<file path="config.mk">
export PLATFORM = sky130hd
export DESIGN_NAME = frequency_substitution_decoder_top_flat
export DESIGN_NICKNAME = d
export VERILOG_FILES = /design/src/fsd_pkg.sv /design/src/fsd_if.sv /design/src/fsd_ctrl.sv /design/src/fsd_datapath.sv /design/src/frequency_substitution_decoder_top.sv /design/src/flat_wrapper.sv
export SDC_FILE = /design/constraint.sdc
export NUM_CORES = 2
export LEC_CHECK = 0
export ABC_AREA = 1
export BUFFER_PORTS_ARGS = -buffer_cell sky130_fd_sc_hd__buf_2
export CORE_ASPECT_RATIO = 1.1
export CORE_MARGIN = 2
export CORE_UTILIZATION = 37
export CTS_BUF_LIST = sky130_fd_sc_hd__clkbuf_4 sky130_fd_sc_hd__clkbuf_8 sky130_fd_sc_hd__clkbuf_16
export CTS_CLUSTER_DIAMETER = 200
export DETAILED_ROUTE_END_ITERATION = 6
export GPL_ROUTABILITY_DRIVEN = 0
export GPL_TIMING_DRIVEN = 0
export PLACE_DENSITY = 0.54
export SETUP_SLACK_MARGIN = 0.02
export SLEW_MARGIN = 20
export SYNTH_ARGS = -nofsm -noshare
export SYNTH_HDL_FRONTEND = slang
export SYNTH_SLANG_ARGS = --single-unit
</file>
<file path="constraint.sdc">
create_clock -name clk -period 4.18 [get_ports clk]
set_input_delay 1.045 -clock clk [delete_from_list [all_inputs] [get_ports clk]]
set_output_delay 1.045 -clock clk [all_outputs]
set_load 0.02 [all_outputs]
</file>
<file path="src/fsd_pkg.sv">
// Package of shared constants, types and tables for the frequency substitution decoder.
package fsd_pkg;

	localparam int COUNT_BITS  = 16;
	localparam int NUM_LETTERS = 26;
	localparam int LIDX_W      = $clog2(NUM_LETTERS);

	localparam logic [7:0] ASCII_UPPER_A = 8'h41;
	localparam logic [7:0] ASCII_UPPER_Z = 8'h5A;
	localparam logic [7:0] ASCII_LOWER_A = 8'h61;
	localparam logic [7:0] ASCII_LOWER_Z = 8'h7A;
	localparam logic [7:0] ASCII_TAB     = 8'h09;
	localparam logic [7:0] ASCII_CR      = 8'h0D;
	localparam logic [7:0] ASCII_SPACE   = 8'h20;

	localparam logic [LIDX_W-1:0] LAST_LETTER = LIDX_W'(NUM_LETTERS - 1);

	// Plaintext letters of English, most frequent first.
	localparam logic [LIDX_W-1:0] ENGLISH_ORDER [NUM_LETTERS] = '{
		5'd4,  5'd0,  5'd17, 5'd8,  5'd14, 5'd19, 5'd13, 5'd18, 5'd11,
		5'd2,  5'd20, 5'd3,  5'd15, 5'd12, 5'd7,  5'd6,  5'd1,  5'd5,
		5'd24, 5'd22, 5'd10, 5'd21, 5'd23, 5'd25, 5'd9,  5'd16
	};

	typedef enum logic [1:0] {
		ST_IDLE,
		ST_RANK,
		ST_COMMIT
	} fsd_state_t;

	typedef struct packed {
		logic count_en;
		logic xlate_en;
		logic clear_en;
		logic rank_start;
		logic rank_step;
		logic commit;
	} fsd_cmd_t;

	typedef struct packed {
		logic rank_done;
		logic out_busy;
	} fsd_stat_t;

endpackage

</file>
<file path="src/fsd_if.sv">
// Stream interfaces for the ciphertext input and the plaintext output channels.
interface fsd_in_if;
	logic       valid;
	logic       ready;
	logic       func;
	logic [7:0] char_in;
	logic       last;

	modport source (output valid, output func, output char_in, output last, input ready);
	modport sink   (input valid, input func, input char_in, input last, output ready);
endinterface

interface fsd_out_if;
	logic       valid;
	logic       ready;
	logic [7:0] char_out;
	logic       out_last;

	modport source (output valid, output char_out, output out_last, input ready);
	modport sink   (input valid, input char_out, input out_last, output ready);
endinterface

</file>
<file path="src/fsd_ctrl.sv">
// Controller state machine: input handshake, ranking sequence and map commit.
module fsd_ctrl (
	input  logic             clk,
	input  logic             arst_n,
	input  logic             in_valid,
	input  logic             in_func,
	input  logic             in_last,
	input  fsd_pkg::fsd_stat_t stat,
	output logic             in_ready,
	output fsd_pkg::fsd_cmd_t  cmd
);

	fsd_pkg::fsd_state_t state_q, state_d;
	logic accept;

	always_ff @(posedge clk or negedge arst_n) begin
		if (!arst_n) begin
			state_q <= fsd_pkg::ST_IDLE;
		end else begin
			state_q <= state_d;
		end
	end

	assign in_ready = (state_q == fsd_pkg::ST_IDLE) && !(in_func && stat.out_busy);
	assign accept   = in_valid && in_ready;

	always_comb begin
		state_d = state_q;
		case (state_q)
			fsd_pkg::ST_IDLE: begin
				if (accept && !in_func && in_last) begin
					state_d = fsd_pkg::ST_RANK;
				end
			end
			fsd_pkg::ST_RANK: begin
				if (stat.rank_done) begin
					state_d = fsd_pkg::ST_COMMIT;
				end
			end
			fsd_pkg::ST_COMMIT: begin
				state_d = fsd_pkg::ST_IDLE;
			end
			default: begin
				state_d = fsd_pkg::ST_IDLE;
			end
		endcase
	end

	always_comb begin
		cmd = '0;
		case (state_q)
			fsd_pkg::ST_IDLE: begin
				cmd.count_en   = accept && !in_func;
				cmd.xlate_en   = accept && in_func;
				cmd.clear_en   = accept && in_func && in_last;
				cmd.rank_start = accept && !in_func && in_last;
			end
			fsd_pkg::ST_RANK: begin
				cmd.rank_step = 1'b1;
			end
			fsd_pkg::ST_COMMIT: begin
				cmd.commit = 1'b1;
			end
			default: begin
				cmd = '0;
			end
		endcase
	end

	// No beat is taken while the ranking sequence runs.
	a_no_accept_busy: assert property (@(posedge clk) disable iff (!arst_n)
		(state_q != fsd_pkg::ST_IDLE) |-> !in_ready)
		else $error("input accepted during ranking");

	a_commit_once: assert property (@(posedge clk) disable iff (!arst_n)
		cmd.commit |=> !cmd.commit && (state_q == fsd_pkg::ST_IDLE))
		else $error("commit not followed by idle");

	a_rank_then_commit: assert property (@(posedge clk) disable iff (!arst_n)
		(cmd.rank_step && stat.rank_done) |=> cmd.commit)
		else $error("ranking end not followed by commit");

endmodule

</file>
<file path="src/fsd_datapath.sv">
// Datapath: letter counters, rank accumulators, substitution map and output register.
module fsd_datapath (
	input  logic               clk,
	input  logic               arst_n,
	input  logic [7:0]         char_in,
	input  logic               in_last,
	input  fsd_pkg::fsd_cmd_t  cmd,
	output fsd_pkg::fsd_stat_t stat,
	output logic               out_valid,
	input  logic               out_ready,
	output logic [7:0]         char_out,
	output logic               out_last
);

	logic [fsd_pkg::COUNT_BITS-1:0] counts_q [fsd_pkg::NUM_LETTERS];
	logic [fsd_pkg::LIDX_W-1:0]     rank_q   [fsd_pkg::NUM_LETTERS];
	logic [fsd_pkg::LIDX_W-1:0]     map_q    [fsd_pkg::NUM_LETTERS];
	logic [fsd_pkg::LIDX_W-1:0]     b_q;
	logic                           out_valid_q;
	logic [7:0]                     char_out_q;
	logic                           out_last_q;

	logic                           is_upper, is_lower, is_letter, is_space;
	logic [7:0]                     letter_off;
	logic [fsd_pkg::LIDX_W-1:0]     letter_idx;
	logic [fsd_pkg::COUNT_BITS-1:0] count_b;
	logic [fsd_pkg::NUM_LETTERS-1:0] beats_a;
	logic [fsd_pkg::NUM_LETTERS-1:0] count_nz;
	logic [7:0]                     xlate;

	assign is_upper  = (char_in >= fsd_pkg::ASCII_UPPER_A) && (char_in <= fsd_pkg::ASCII_UPPER_Z);
	assign is_lower  = (char_in >= fsd_pkg::ASCII_LOWER_A) && (char_in <= fsd_pkg::ASCII_LOWER_Z);
	assign is_letter = is_upper || is_lower;
	assign is_space  = (char_in inside {[fsd_pkg::ASCII_TAB:fsd_pkg::ASCII_CR],
		fsd_pkg::ASCII_SPACE});
	assign letter_off = is_upper ? (char_in - fsd_pkg::ASCII_UPPER_A)
		: (char_in - fsd_pkg::ASCII_LOWER_A);
	assign letter_idx = letter_off[fsd_pkg::LIDX_W-1:0];

	// The comparison letter b is broadcast to all 26 rank accumulators at once.
	assign count_b = counts_q[b_q];

	always_comb begin
		for (int a = 0; a < fsd_pkg::NUM_LETTERS; a++) begin
			beats_a[a] = (count_b > counts_q[a]) ||
				((count_b == counts_q[a]) && (b_q < fsd_pkg::LIDX_W'(a)));
			count_nz[a] = |counts_q[a];
		end
	end

	always_ff @(posedge clk or negedge arst_n) begin
		if (!arst_n) begin
			for (int i = 0; i < fsd_pkg::NUM_LETTERS; i++) begin
				counts_q[i] <= '0;
			end
		end else begin
			for (int i = 0; i < fsd_pkg::NUM_LETTERS; i++) begin
				if (cmd.clear_en) begin
					counts_q[i] <= '0;
				end else if (cmd.count_en && is_letter &&
					(letter_idx == fsd_pkg::LIDX_W'(i)) && (counts_q[i] != '1)) begin
					counts_q[i] <= counts_q[i] + 1'b1;
				end
			end
		end
	end

	always_ff @(posedge clk) begin
		for (int i = 0; i < fsd_pkg::NUM_LETTERS; i++) begin
			if (cmd.rank_start) begin
				rank_q[i] <= '0;
			end else if (cmd.rank_step && beats_a[i]) begin
				rank_q[i] <= rank_q[i] + 1'b1;
			end
		end
	end

	// The comparison letter stops on the last letter so that it never leaves the table.
	always_ff @(posedge clk or negedge arst_n) begin
		if (!arst_n) begin
			b_q <= '0;
		end else if (cmd.rank_start) begin
			b_q <= '0;
		end else if (cmd.rank_step && !stat.rank_done) begin
			b_q <= b_q + 1'b1;
		end
	end

	always_ff @(posedge clk or negedge arst_n) begin
		if (!arst_n) begin
			for (int i = 0; i < fsd_pkg::NUM_LETTERS; i++) begin
				map_q[i] <= fsd_pkg::LIDX_W'(i);
			end
		end else if (cmd.commit) begin
			for (int i = 0; i < fsd_pkg::NUM_LETTERS; i++) begin
				map_q[i] <= fsd_pkg::ENGLISH_ORDER[rank_q[i]];
			end
		end
	end

	always_comb begin
		if (is_letter) begin
			xlate = fsd_pkg::ASCII_UPPER_A + 8'(map_q[letter_idx]);
		end else if (is_space) begin
			xlate = fsd_pkg::ASCII_SPACE;
		end else begin
			xlate = char_in;
		end
	end

	always_ff @(posedge clk or negedge arst_n) begin
		if (!arst_n) begin
			out_valid_q <= 1'b0;
		end else if (cmd.xlate_en) begin
			out_valid_q <= 1'b1;
		end else if (out_ready) begin
			out_valid_q <= 1'b0;
		end
	end

	always_ff @(posedge clk) begin
		if (cmd.xlate_en) begin
			char_out_q <= xlate;
			out_last_q <= in_last;
		end
	end

	assign out_valid      = out_valid_q;
	assign char_out       = char_out_q;
	assign out_last       = out_last_q;
	assign stat.rank_done = (b_q == fsd_pkg::LAST_LETTER);
	assign stat.out_busy  = out_valid_q && !out_ready;

	a_clear_zero: assert property (@(posedge clk) disable iff (!arst_n)
		cmd.clear_en |=> (count_nz == '0))
		else $error("counters not cleared after last translate beat");

	a_b_range: assert property (@(posedge clk) disable iff (!arst_n)
		cmd.rank_step |-> (b_q <= fsd_pkg::LAST_LETTER))
		else $error("rank index out of range");

	a_xlate_valid: assert property (@(posedge clk) disable iff (!arst_n)
		cmd.xlate_en |=> out_valid_q)
		else $error("translate beat did not load the output register");

endmodule

</file>
<file path="src/frequency_substitution_decoder_top.sv">
// Top level of the frequency substitution decoder: controller, datapath and channel ports.
//
//   Channel  Role    Beat payload
//   cipher   sink    func, char_in, last   (count or translate byte)
//   plain    source  char_out, out_last    (one beat per translate byte)
//
// Count and translate beats are taken one per cycle outside the ranking; a translate
// beat's result appears in the output register on the next cycle and a new beat is
// taken while it waits. The last count beat starts the ranking: one comparison letter a
// cycle against all 26 rank accumulators, then the map is written; cipher.ready stays low.
// Else a translate beat is held off only while a finished result stalls on plain.ready.
// arst_n clears the counters, sets the identity map and empties the output register.
module frequency_substitution_decoder_top (
	input  logic          clk,
	input  logic          arst_n,
	fsd_in_if.sink        cipher,
	fsd_out_if.source     plain
);

	fsd_pkg::fsd_cmd_t  cmd;
	fsd_pkg::fsd_stat_t stat;
	logic               in_ready;

	// The controller sees only the handshake and the pass controls; bytes go to the datapath.
	fsd_ctrl u_ctrl (
		.clk      (clk),
		.arst_n   (arst_n),
		.in_valid (cipher.valid),
		.in_func  (cipher.func),
		.in_last  (cipher.last),
		.stat     (stat),
		.in_ready (in_ready),
		.cmd      (cmd)
	);

	assign cipher.ready = in_ready;

	// The datapath holds all letter state and the registered output beat.
	fsd_datapath u_datapath (
		.clk       (clk),
		.arst_n    (arst_n),
		.char_in   (cipher.char_in),
		.in_last   (cipher.last),
		.cmd       (cmd),
		.stat      (stat),
		.out_valid (plain.valid),
		.out_ready (plain.ready),
		.char_out  (plain.char_out),
		.out_last  (plain.out_last)
	);

endmodule

</file>
<file path="src/flat_wrapper.sv">
// flat-port wrapper written by rule: the top's interface ports become plain ports
module frequency_substitution_decoder_top_flat 
  (clk, arst_n, cipher_valid, cipher_func, cipher_char_in, cipher_last, cipher_ready, plain_valid, plain_char_out, plain_out_last, plain_ready);
  fsd_in_if cipher_i ();
  fsd_out_if plain_i ();
  input  logic clk;
  input  logic arst_n;
  input wire logic [$bits(cipher_i.valid)-1:0] cipher_valid;
  input wire logic [$bits(cipher_i.func)-1:0] cipher_func;
  input wire logic [$bits(cipher_i.char_in)-1:0] cipher_char_in;
  input wire logic [$bits(cipher_i.last)-1:0] cipher_last;
  output wire logic [$bits(cipher_i.ready)-1:0] cipher_ready;
  output wire logic [$bits(plain_i.valid)-1:0] plain_valid;
  output wire logic [$bits(plain_i.char_out)-1:0] plain_char_out;
  output wire logic [$bits(plain_i.out_last)-1:0] plain_out_last;
  input wire logic [$bits(plain_i.ready)-1:0] plain_ready;
  assign cipher_i.valid = cipher_valid;
  assign cipher_i.func = cipher_func;
  assign cipher_i.char_in = cipher_char_in;
  assign cipher_i.last = cipher_last;
  assign cipher_ready = cipher_i.ready;
  assign plain_valid = plain_i.valid;
  assign plain_char_out = plain_i.char_out;
  assign plain_out_last = plain_i.out_last;
  assign plain_i.ready = plain_ready;
  frequency_substitution_decoder_top u_core (.clk(clk), .arst_n(arst_n), .cipher(cipher_i), .plain(plain_i));
endmodule
</file>
# Yosys cells after proc, flatten, opt, wreduce, memory -nomap -nowiden

Memories as Yosys holds them, arrays and structs flattened. A register that Yosys moved wholly into a read port is not among the register bits.
Cells that the tools add are included.

Add/sub/neg operators: 56
$lt $le $gt $ge: 60
Bitwise gates (word level): 54
Reductions and logical operators: 206
Muxes and demuxes: 177
Eq/ne operators: 83

Operators with widths:

| cell                    | count |
|---|---|
| $mux W16                | 54 |
| $add A16 B1 Y16 const B | 26 |
| $eq A16 B16 Y1          | 26 |
| $gt A16 B16 Y1          | 26 |
| $ne A16 B16 Y1 const B  | 26 |
| $not A5 Y6              | 28 |
| $mux W5                 | 31 |
| $add A5 B1 Y5 const B   | 27 |
| $logic_and A1 B1 Y1     | 117 |
| $mux W1                 | 84 |
| $bmux W16 S5            | 1 |
| $reduce_bool A2 Y1      | 29 |
| $eq A5 B5 Y1 const B    | 11 |
| $lt A5 B5 Y1 const B    | 10 |
| $eq A5 B4 Y1 const B    | 8 |
| $lt A5 B4 Y1 const B    | 8 |
| $logic_not A1 Y1        | 30 |
| $logic_or A1 B1 Y1      | 27 |
| $or A1 B1 Y1            | 26 |
| $bmux W5 S5             | 1 |
| $eq A5 B3 Y1 const B    | 4 |
| $lt A5 B3 Y1 const B    | 4 |
| $ge A8 B7 Y1 const B    | 2 |
| $le A8 B7 Y1 const B    | 2 |
| other kinds (21)        | 28 |

Memories kept: 27
Input port bits: 14
Logic and storage cells: 694
Memory bits (read-only): 4160
Register bits after elaboration: 433
Bits in writable memories: 130

Memory list:

| name             | words | width | rd ports | clocked after memory_dff | wr ports | line               | RTL |
|---|---|---|---|---|---|---|---|
| (name not given) | 32    | 5     | 1        | 1                        | 0        | fsd_datapath.sv:96 | `map_q[i] <= fsd_pkg::ENGLISH_ORDER[rank_q[i]];` |
| (name not given) | 32    | 5     | 1        | 1                        | 0        | fsd_datapath.sv:96 |  |
| (name not given) | 32    | 5     | 1        | 1                        | 0        | fsd_datapath.sv:96 |  |
| (name not given) | 32    | 5     | 1        | 1                        | 0        | fsd_datapath.sv:96 |  |
| (name not given) | 32    | 5     | 1        | 1                        | 0        | fsd_datapath.sv:96 |  |
| (name not given) | 32    | 5     | 1        | 1                        | 0        | fsd_datapath.sv:96 |  |
| 21 more memories | --    | --    | --       | --                       | --       | --                 |  |

# Logic depth before layout (Yosys ltp)

Depth after elaboration: 14
Depth in mapped cells: 21
Mapped depth without buffers: 18

# By module

From an unflattened synthesis, not the netlist that was laid out.

Cells, all modules: 8283
Area total of the unflattened synthesis: 59005.3 um^2

By module, submodules not included:

| module       | instances | cells each | area each (um^2) | seq. area each (um^2) |
|---|---|---|---|---|
| fsd_datapath | 1         | 8261       | 58862.7          | 18058.6 |
| fsd_ctrl     | 1         | 22         | 142.6            | 50.0 |

# Least setup slack after synthesis

No wires, ideal clock.

Path kind: reg2reg
From: register u_core.u_datapath.b_q[1] in the netlist's numbering
To: memory u_core.u_datapath.rank_q[0][40] in the netlist's numbering (enable)
Setup slack: -214 ps
Arrival time: 4095 ps
Period minus slack after synthesis: 4394 ps
Required time: 3881 ps
Stages on the path, launching flop included: 16
Buffers on the path: 3
Cells stage by stage: dfrtp_1 > clkbuf_1 > nand2_1 > clkbuf_1 > clkbuf_1 > o32ai_1 > o31ai_1 > nand4_1 > ha_1 > a21oi_1 > o21ai_0 > nand2_1 > o211ai_1 > or2_2 > o21ai_0 > nand2_1

RTL lines:

| item                   | line               | RTL |
|---|---|---|
| start, declared        | fsd_datapath.sv:18 | `logic [fsd_pkg::LIDX_W-1:0] b_q;` |
| start signal, assigned | fsd_datapath.sv:85 | `b_q <= b_q + 1'b1;` |
| end, declared          | fsd_datapath.sv:16 | `logic [fsd_pkg::LIDX_W-1:0] rank_q [fsd_pkg::NUM_LETTERS];` |

==> impl_results.md <==
* Status: finished, violations left
* Failing checks: setup timing
* TritonCTS Buffers at 88
* Core ar. at 156000 um2
* Hold Crit Class: primary input to asynchronous set/reset pin
* Hold WS at 0.302 ns
* Seq/Total Area, Yosys at 0.310
* PortBufs at 23
* Yosys top cell area share at 0.213
* Layout Utilization at 0.448
* Slack of the critical path at -0.474 ns
* Fin crit share at 1.11
* Site Rows at 152
* Seq cells post-synth at 693
* Post-DP HPWL at 196000 um
* Startpoint types: register
* First DRT Iteration DRCs at 7869
* Post-synth top cells: 1549 x nand2_1, 946 x inv_1, 752 x nand3_1, 725 x nor2_1, 691 x o21ai_0
* Synth Area in Simple Gates at 0.281
* Vias at 62100
* Final worst clock skew at 0.0502 ns
* Synth warnings at 0
* Yosys top cell by area: dfrtp_1
* Net Sw Power at 36.8 mW
* Int Pwr at 33.4 mW
* Slew headroom at 0.158
* Syn Inst Count at 8102
* Power per cell area at 1000 nW/um2
* Initial antenna violation count at 11
* Maximum root-to-sink buffer count at 3
* WL per Instance at 24.3 um
* Final setup fails at 230
* R2R setup slack at -0.47 ns
* DIE WIDTH at 383 um
* Crit Path Class: register to register
* Htree depth at 3
* Die height at 421 um
* Initial Util at 0.374
* Gate power share at 0.691
* Drt first pass iters at 7
* Top FF cell, synth: dfrtp_1
* First-pass GRT wire length at 377000 um
* Clock period minus worst slack at 4.65 ns
* Share of layout cells above drive strength 1 at 0.131
* Synth unique cells at 68
* Worst-path clk slew at 0.06 ns
* GRT busiest layer: met2
* Global Route met1 Usage at 0.387
* Pin count of the biggest net entering global routing at 91
* Layout overhead on the synthesized area at 20.0%
* Compound-Gate Fraction of Synth Area at 0.154
* Fin. Hold Viols at 0
* Die area at 161000 um2
* Post-route antenna net violation count at 0
* Layout net count at 9035
* Worst-margin pin slew at 1.26 ns
* Worst Path Arrival at 5.13 ns
* Cell Area, Synth at 58400 um2
* Number of synthesized flops with an enable pin at 139
* Worst-Skew Late Latency at 0.75 ns
* RSZ-0062 raised after global routing: yes
* Sequential Power Share at 0.184
* CP max FO at 11
* # DRC at 0
* Critical Path End Type: register
* GRT Total Usage at 0.311
* M3 GR Usage at 0.0884
* Async set-reset flop share out of synthesis at 0.799
* Root Driver: clkbuf_16
* Max Fclk at 0.215 GHz
* Routed WL at 258000 um
* CTS tree: built
* Cell with the most instances after synthesis: nand2_1
* Ports at 25
* Mapped Nets at 8711
* Vias in the first global route at 58300
* Clock power frac at 0.125
* Fin. max-slew vios at 0
* Hold buffer count at cts at 0
* Sw Ratio at 0.524
* GRT overflow at 0
* Main combinational cell family by area after synthesis: simple AND/OR/NAND/NOR gates
* CTS Sinks at 693
* Maximum VDD drop at 0.000676 V
* Synth Area in XOR/XNOR at 0.0421
* M2 GR Usage at 0.471
* LEAKAGE at 31.8 nW
* Post-synthesis mux area share at 0
* Synth area leaders: dfrtp_1 21%, ha_1 13%, nand2_1 10%, edfxtp_1 7.1%, nand3_1 6.4%
* Setup TNS at -40.71 ns
* Adder-Cell Fraction of Synth Area at 0.127
* Max-cap viol count at 0
* Mapped Avg Cell Area at 7.21 um2
* Vias per cell at 5.87
* Data required, critical path at 4.65 ns
## metrics by stage
| step | instances | power, mW | cell area, um2 | setup slack, ns |
|---|---|---|---|---|
| 6_report | 10600 | 70.2 | 70100 | -0.474 |
| 5_1_grt | 10600 | 74.6 | 70000 | -0.395 |
| 4_1_cts | 10600 | 65.4 | 68800 | -0.224 |
| 3_5_place_dp | 10300 | 50.8 | 62300 | -2.93 |
| 3_3_place_gp | 10200 | 42.0 | 61100 | -11.03 |
| 2_1_floorplan | 8102 | 35.3 | 58400 | 0.0223 |
## final cells by class
| class | instances | area [um2] |
|---|---|---|
| Fill cell | 15800 | 86300 |
| Multi-Input combinational cell | 6130 | 37800 |
| Sequential cell | 693 | 18100 |
| Inverter | 985 | 3720 |
| Timing Repair Buffer | 237 | 2670 |
| Tap cell | 2079 | 2600 |
| Clock buffer | 115 | 2520 |
| Buffer | 291 | 1870 |
| Clock inverter | 48 | 738 |
| Antenna cell | 11 | 27.5 |
## state kept, by name, indices dropped and copies added, names as in the netlist
register	count
u_core.u_datapath.b_q	5
u_core.u_datapath.out_valid	1
u_core.u_datapath.map_q	130
u_core.u_datapath.char_out	8
u_core.u_datapath.rank_q	130
u_core.u_ctrl.state_q	2
u_core.u_datapath.out_last	1
u_core.u_datapath.counts_q	416
## per-layer routing
metal  routed length (um)  up-vias  share of wire
met5                   50        -        0.00019
met4                20000        8          0.078
met3                27400      972           0.11
met2               109000     3351           0.42
met1               101000    29400           0.39
li1                     -    28400              -
## path summary, 6_finish.rpt
path / endpoint / start / depth (start not counted)
max: u_core.u_datapath.rank_q[0][45] / u_core.u_datapath.b_q[2] / 23
min: u_core.u_datapath.counts_q[139] / arst_n / 2
max reg2reg: u_core.u_datapath.rank_q[0][45] / u_core.u_datapath.b_q[2] / 23
min reg2reg: u_core.u_datapath.map_q[29] / u_core.u_datapath.map_q[29] / 2
max in group asynchronous: u_core.u_datapath.map_q[67] / arst_n / 4
min in group clk: u_core.u_datapath.map_q[29] / u_core.u_datapath.map_q[29] / 2
## timing repair
action,in CTS,in global routing
pin swaps,119,101
gates cloned,3,1
setup endpoints to repair,263,355
buffers inserted,107,26
gates resized for setup,576,240
## power groups by stage
stage / registers (mW) / clock network, mW / logic (mW)
after floorplan: 11.9 / 0 / 23.4
after global placement: 12.6 / 0 / 29.4
after detailed placement: 12.9 / 0 / 37.9
after CTS: 12.8 / 8.86 / 43.7
after global routing: 13.2 / 9.10 / 52.3
final: 12.9 / 8.74 / 48.5
## logic make-up after synthesis
family          count (synthesis)
compound gates               1593
xor+xnor                      277
fa+ha+maj                     595
buf+inv                      1279
flops                         693
simple gates                 3665
## worst max-delay path, cell delays in order (launching register included)
cell	delay (ns)
dfrtp_2	0.54
buf_4	0.18
nor2_4	0.04
inv_2	0.18
nor2_2	0.08
inv_2	0.09
buf_12	0.17
buf_12	0.16
o221ai_1	0.15
o21ai_2	0.36
nand4_1	0.20
buf_4	0.19
buf_6	0.14
ha_4	0.27
nand2_2	0.05
nor2_4	0.10
nand4_1	0.11
buf_6	0.15
nor4_4	0.24
o211ai_1	0.17
o211ai_1	0.35
buf_6	0.24
buf_6	0.12
nor2_1	0.03
## cell usage in the layout, fill, tap and decap left out, types with 87 or more instances in the layout
cell / count
clkbuf_1: 108
nand3_1: 720
buf_6: 87
dfrtp_1: 493
nor3_1: 136
inv_1: 931
clkbuf_16: 97
ha_1: 549
o21ai_0: 600
buf_4: 100
buf_2: 95
xor2_1: 270
nand4_1: 248
edfxtp_1: 139
nor2_1: 677
nand2_1: 1482
o211ai_1: 113
a21oi_1: 473
No activity file was read; power rests on OpenSTA's default activity.
